$ cat src/sv/q2rm_pkg.sv
// Package for the quaternion to rotation matrix block.
// Widths, defaults and the matrix entry indices; no dependencies.
package q2rm_pkg;
    localparam int unsigned IN_WIDTH_DEF  = 16;
    localparam int unsigned FRAC_BITS_DEF = 14;
    localparam int unsigned NUM_ENTRIES   = 9;
    // matrix entry indices, row major
    localparam int unsigned M00 = 0, M01 = 1, M02 = 2, M10 = 3, M11 = 4,
                            M12 = 5, M20 = 6, M21 = 7, M22 = 8;
endpackage

$ cat src/sv/q2rm_div.sv
// Pipelined restoring divider for one matrix entry: round(|num|*2^F/n), negated when i_neg.
// One quotient bit per stage, then a rounding and sign stage; uses q2rm_pkg.
module q2rm_div #(
    parameter int unsigned NW = 34,
    parameter int unsigned F  = q2rm_pkg::FRAC_BITS_DEF
) (
    input  logic          i_clk,
    input  logic          i_en,
    input  logic [NW-1:0] i_num,
    input  logic          i_neg,
    input  logic [NW-1:0] i_den,
    output logic [F+1:0]  o_q
);
    import q2rm_pkg::*;
    localparam int unsigned S = F + 2;

    logic [NW-1:0] r_r   [S];
    logic [NW-1:0] r_den [S];
    logic [F+1:0]  r_q   [S];
    logic          r_neg [S];
    logic [NW-1:0] n_r   [S];
    logic [F+1:0]  n_q   [S];

    // stage 0: integer bit; stages 1..F: fraction bits; stage F+1: round, sign
    always_comb begin
        n_r[0] = (i_num >= i_den) ? i_num - i_den : i_num;
        n_q[0] = {{(F+1){1'b0}}, i_num >= i_den};
        for (int s = 1; s < S; s++) begin
            if (r_r[s-1] >= r_den[s-1] - r_r[s-1]) begin
                n_r[s] = r_r[s-1] - (r_den[s-1] - r_r[s-1]);
                n_q[s] = {r_q[s-1][F:0], 1'b1};
            end else begin
                n_r[s] = {r_r[s-1][NW-2:0], 1'b0};
                n_q[s] = {r_q[s-1][F:0], 1'b0};
            end
            if (s == S-1) begin
                n_q[s] = r_q[s-1] + {{(F+1){1'b0}},
                         (r_r[s-1] >= r_den[s-1] - r_r[s-1])};
                if (r_neg[s-1]) n_q[s] = -n_q[s];
            end
        end
    end

    always_ff @(posedge i_clk) begin
        if (i_en) begin
            r_r[0] <= n_r[0]; r_q[0] <= n_q[0];
            r_den[0] <= i_den; r_neg[0] <= i_neg;
            for (int s = 1; s < S; s++) begin
                r_r[s] <= n_r[s]; r_q[s] <= n_q[s];
                r_den[s] <= r_den[s-1]; r_neg[s] <= r_neg[s-1];
            end
        end
    end

    assign o_q = r_q[S-1];
endmodule

$ cat config.mk
export PLATFORM = sky130hd
export DESIGN_NAME = q2rm_div
export DESIGN_NICKNAME = d
export VERILOG_FILES = /design/src/sv/q2rm_pkg.sv /design/src/sv/q2rm_div.sv
export SDC_FILE = /design/constraint.sdc
export NUM_CORES = 2
export LEC_CHECK = 0
export ABC_CLOCK_PERIOD_IN_PS = 9100
export BUFFER_PORTS_ARGS = -buffer_cell sky130_fd_sc_hd__buf_2
export CAP_MARGIN = 20
export CORE_ASPECT_RATIO = 0.8
export CORE_UTILIZATION = 65
export CTS_CLUSTER_DIAMETER = 150
export DETAILED_ROUTE_END_ITERATION = 12
export PLACE_DENSITY_LB_ADDON = 0.2
export SLEW_MARGIN = 20
export SYNTH_ARGS = -nofsm -noshare
export SYNTH_HDL_FRONTEND = slang
export SYNTH_SLANG_ARGS = --single-unit
export TNS_END_PERCENT = 30
$ cat constraint.sdc
create_clock -name i_clk -period 9.1 [get_ports i_clk]
set_clock_uncertainty 0.2 [all_clocks]
set_input_delay 0.91 -clock i_clk [delete_from_list [all_inputs] [get_ports i_clk]]
set_output_delay 0.91 -clock i_clk [all_outputs]
set_load 0.01 [all_outputs]
# ---- Word-level counts from Yosys, hierarchy flattened
# Memory sizes are Yosys's and may differ from the RTL's.
# Index checks and enable logic that the tools add are counted.
dict set report totals {
  ff_bits 0
  mem_bits_rw 1360
  output_inout_bits 16
  mem_count 4
}
dict set report classes {
  add_sub_neg 33
  n_lt_le_gt_ge 16
  muxes 33
}
# name words width read_ports rd_clocked_by_memory_dff write_ports line
set memory_table {}
lappend memory_table {r_den 16 34 15 0 16 q2rm_div.sv:18} ;# logic [NW-1:0] r_den [S];
lappend memory_table {r_r 16 34 15 0 16 q2rm_div.sv:17} ;# logic [NW-1:0] r_r [S];
lappend memory_table {r_q 16 16 16 0 16 q2rm_div.sv:19} ;# logic [F+1:0] r_q [S];
lappend memory_table {r_neg 16 1 15 0 16 q2rm_div.sv:20} ;# logic r_neg [S];
# cell count
set op_table {}
lappend op_table {{34-bit subtractor} 31}
lappend op_table {{34-bit greater-or-equal comparator} 16}
lappend op_table {{34-bit 2-to-1 mux} 16}
lappend op_table {{16-bit by 1-bit adder with 16-bit output} 1}
lappend op_table {{1-bit 2-to-1 mux} 16}
lappend op_table {{16-bit 2-to-1 mux} 1}
lappend op_table {{16-bit negation} 1}

# ---- Depth between registers and ports, before layout
# An unclocked memory read counts as a cell.
dict set report depth {
  ltp_word 6
  depth_mapped 36
  ltp_nobuf 36
}

# ---- Worst setup path before layout
# Ideal clock, no wire load.
dict set report synth_path {
  kind {register to register}
  start {mem r_den[14][0]}
  end {mem r_q[1][127] (netlist bit) (data pin)}
  arrival_ps 5819
  slack_ps 2815
  path_stages_with_launch 36
  n_path_buf 0
  period_less_slack_ps 6285
  path_cell_list {edfxtp_1 -> inv_1 -> ha_1 -> inv_1 -> fa_1 -> a21o_1 -> a21oi_1 -> o21bai_1 -> a21oi_1 -> a211oi_1 -> a21oi_1 -> o211ai_1 -> and4_1 -> nor4b_1 -> nor3_1 -> xnor2_1 -> ha_1 -> a21oi_1 -> nor2b_1 -> o21ai_0 -> nand2b_1 -> a21oi_1 -> nor2b_1 -> o21ai_0 -> nand2b_1 -> a21oi_1 -> o21ai_0 -> ha_1 -> ha_1 -> xor2_1 -> or3_1 -> o21ai_0 -> nand2_1 -> a21oi_1 -> nand2_1 -> xor2_1}
}
# element line
set synth_lines {}
lappend synth_lines {{start, declared} q2rm_div.sv:18}
lappend synth_lines {{end, declared} q2rm_div.sv:19}

==> metrics.md <==
| Metric | Value |
|---|---|
| Synth top area share | `0.384` |
| DRT iter0 DRCs | `6453` |
| Vias in the first global route | `between 60000 and 70000` |
| Worst min-delay path class | `input port to flip-flop` |
| Crit path DAT | `8.11 ns` |
| Outcome | `complete, no violations` |
| Final RePlAce weighted congestion | `between 0.9 and 1` |
| Die height | `338 um` |
| Max-cap violations | `0` |
| Htree depth | `3` |
| Seq cells post-synth | `1171` |
| Share of cells above drive strength 1 | `0.0463` |
| Mapped Area | `91500 sq um` |
| RSZ-0062 raised after global routing | `false` |
| Pins Over Slew Limit | `0` |
| Simple-gate share of the synthesized area | `0.114` |
| CP Class | `flip-flop to flip-flop` |
| Post-route clock period utilization | `0.859` |
| Yosys cell types | `between 90 and 100` |
| Clk sinks | `1171` |
| Worst-case clock buffer depth | `3` |
| Synth Flop Type | `edfxtp_1` |
| Synth Area in Adders | `0.149` |
| FF+latch area | `around 35000 sq um` |
| Avg Inst Size Synth | `9.64 sq um` |
| Max Clk Rate | `128 MHz` |
| Crit path largest cell delay | `0.41 ns` |
| Initial Utilization | `0.658` |
| Synth area leader | `edfxtp_1` |
| Synth Area in XOR/XNOR | `0.0906` |
| Global-route wire length before repair | `360000 um` |
| Filler instances | `10564` |
| Area Growth Syn to Fin | `6.86%` |
| Total negative setup slack | `0 ns` |
| Initial antenna violation count | `9` |
| Worst Slack Setup Final | `around 1.3 ns` |
| Cell repeated most along the worst path | `a21oi_1` |
| Mapped Nets | `approximately 11000` |
| IO buf count | `86` |
| Post-synthesis compound-gate area fraction | `0.206` |
| Final HPWL DP | `between 150000 and 200000 um` |
| Overflow after GRT | `0` |
| Chip Width | `421 um` |
| TritonCTS buffer count | `119` |
| Total GRT Usage | `0.313` |
| CP max stage cell | `fa_1` |
| Synth warn | `0` |
| Final hold violations | `0` |
| Die Area | `142000 sq um` |
| Site Rows | `122` |
| Async set-reset flop share out of synthesis | `0` |
| Number of synthesized flops with an enable pin | `1171` |
| Remaining DRCs | `0` |
| Syn Inst Count | `9490` |
| Worst Setup End Kind | `flip-flop` |
| CTS clock-pin slew for the worst setup and hold paths | `0.06 ns` |
| Core area | `139000 sq um` |
| Pre-CTS WS | `1.49 ns` |
| Largest family of logic cells by synthesized area | `compound AO/OA/AOI/OAI gates` |
| Pre-antenna DRT Iters | `7` |
| Top cells by area, synth | `edfxtp_1, ha_1, a21oi_1, xnor2_1, a21o_1` |
| Number of routed nets with antenna violations | `0` |
| CTS root buf | `clkbuf_16` |
| Sequential element share of the synthesized area | `0.384` |
| Crit path max fanout | `7` |
| CTS tree | `built` |
| Final WL | `227000 um` |
| CP Launch Type | `flip-flop` |
| Clk Latency, worst-skew pair | `0.77 ns` |
| Setup Fix Bufs, Post-CTS | `0` |
| Hold buffers post-CTS | `0` |
| Post-DR wirelength/cell | `slightly below 20 um` |
| DR vias/cell | `6.22` |
| Worst Tran Pin Value | `about 1.2 ns` |
| Largest net degree at the start of global routing | `159` |
| Max_slew headroom | `0.178` |
| Minimum clock period | `between 7 and 8 ns` |
| Diodes inserted | `0` |
| Multi-input logic area | `between 50000 and 60000 sq um` |
| Worst endpoint required time | `9.39 ns` |
| # setup viols final | `0` |
| Boundary Pins | `87` |
| Resize count post-CTS | `0` |
| Via Count | `71584` |
| Mux share of post-synthesis cell area | `0.0132` |
| Final nets | `10694` |
==> through the flow <==
stage / hold slack (ns) / area [sq um] / utilization / cells
after floorplan: 0.200 / 91500 / - / 9490
after global placement: 0.200 / 93900 / 0.675 / 11288
after detailed placement: 0.205 / 93900 / 0.675 / 11288
after CTS: 0.0771 / 97800 / 0.703 / 11512
after global routing: 0.0865 / 97800 / 0.703 / 11513
final: 0.131 / 97800 / 0.703 / 11513
==> cells by family after synthesis <==
family                   after synthesis
flip-flops                          1171
AND/OR/NAND/NOR                     2177
buffers and inverters               1007
adder cells (fa/ha/maj)             1073
multiplexers                         117
AO/OA/AOI/OAI                       2998
XOR/XNOR                             947
==> layout make-up <==
class                           count  area share
Tap cell                         1860      0.0238
Timing Repair Buffer              117     0.00778
Sequential cell                  1171       0.360
Clock inverter                     87     0.00838
Inverter                          829      0.0318
Multi-Input combinational cell   7312       0.537
Clock buffer                      137      0.0316
==> per-layer routing <==
layer  vias up  wire length [um]  global-route usage
met5         -                80                   0
met4        12              6550              0.0897
met3       408             16600              0.0583
met2      2272            100000               0.496
met1     33974            103000               0.439
li1      34918                 -                   -
==> placed cells by master (no fill, tap or decap), types with 37 or more instances in the layout <==
master     netlist  layout
a211oi_1        37      37
a21o_1         561     560
a21oi_1        930     927
a31oi_1         92      92
and2_1          42      42
and3_1          99      99
buf_2           37      85
clkbuf_16        0     121
edfxtp_1      1171    1171
ha_1          1043    1043
inv_1          829     829
mux2i_1         89      89
nand2_1        707     707
nand2b_1       162     162
nand3_1        210     210
nand4_1        104     104
nor2_1         489     488
nor2b_1        109     109
nor3_1          92      92
o21a_1         128     128
o21ai_0        693     693
o21bai_1       134     134
o31ai_1         45      45
or2_2           40      40
xnor2_1        491     491
xor2_1         456     456
==> synth_stat cells (all sizes together), types with 16 or more instances <==
master and n:
o211ai 32, nand4 104, nor3 92, mux2i 89, o21bai 134, a21o 561, nor2 489, o31ai 45
and4 16, buf 70, mux2 28, xor2 456, a21oi 944, and3 99, or3 26, a211o 26
or2 40, a211oi 39, nor2b 109, nand2 707, o21a 128, a31o 22, clkbuf 108, a31oi 93
o21ai 717, nand2b 162, ha 1043, a221o 17, edfxtp 1171, xnor2 491, fa 30, a221oi 25
inv 829, nand3 210, nor4 20, a21boi 29, a2111oi 23, o221ai 18, and2 42
==> registers in the layout (all words and copies together) (netlist names) <==
signal / count
r_r: 510
r_neg: 15
r_den: 510
r_q: 136
==> final timing paths <==
path                                    from           to  slack, ns  depth (start not counted)
worst max register to register  r_den[14][0]  r_q[1][127]       1.28                         35
worst max-delay path            r_den[14][0]  r_q[1][127]       1.28                         35
worst min-delay path                   i_neg  r_neg[0][0]       0.13                          1
worst min register to register   r_neg[0][3]  r_neg[0][4]       0.21                          0
==> worst max-delay path: cells and delay by family, from the launching register on <==
family / cells / cell delay (ns)
compound gates: 15 / 3.28
simple gates: 10 / 1.61
flops: 1 / 0.39
xor+xnor: 3 / 0.51
fa+ha+maj: 5 / 1.40
buf+inv: 2 / 0.13
Power is left out: the tool's default activity adds up to more than one toggle a clock period on the data nets, which glitch-free logic cannot reach.
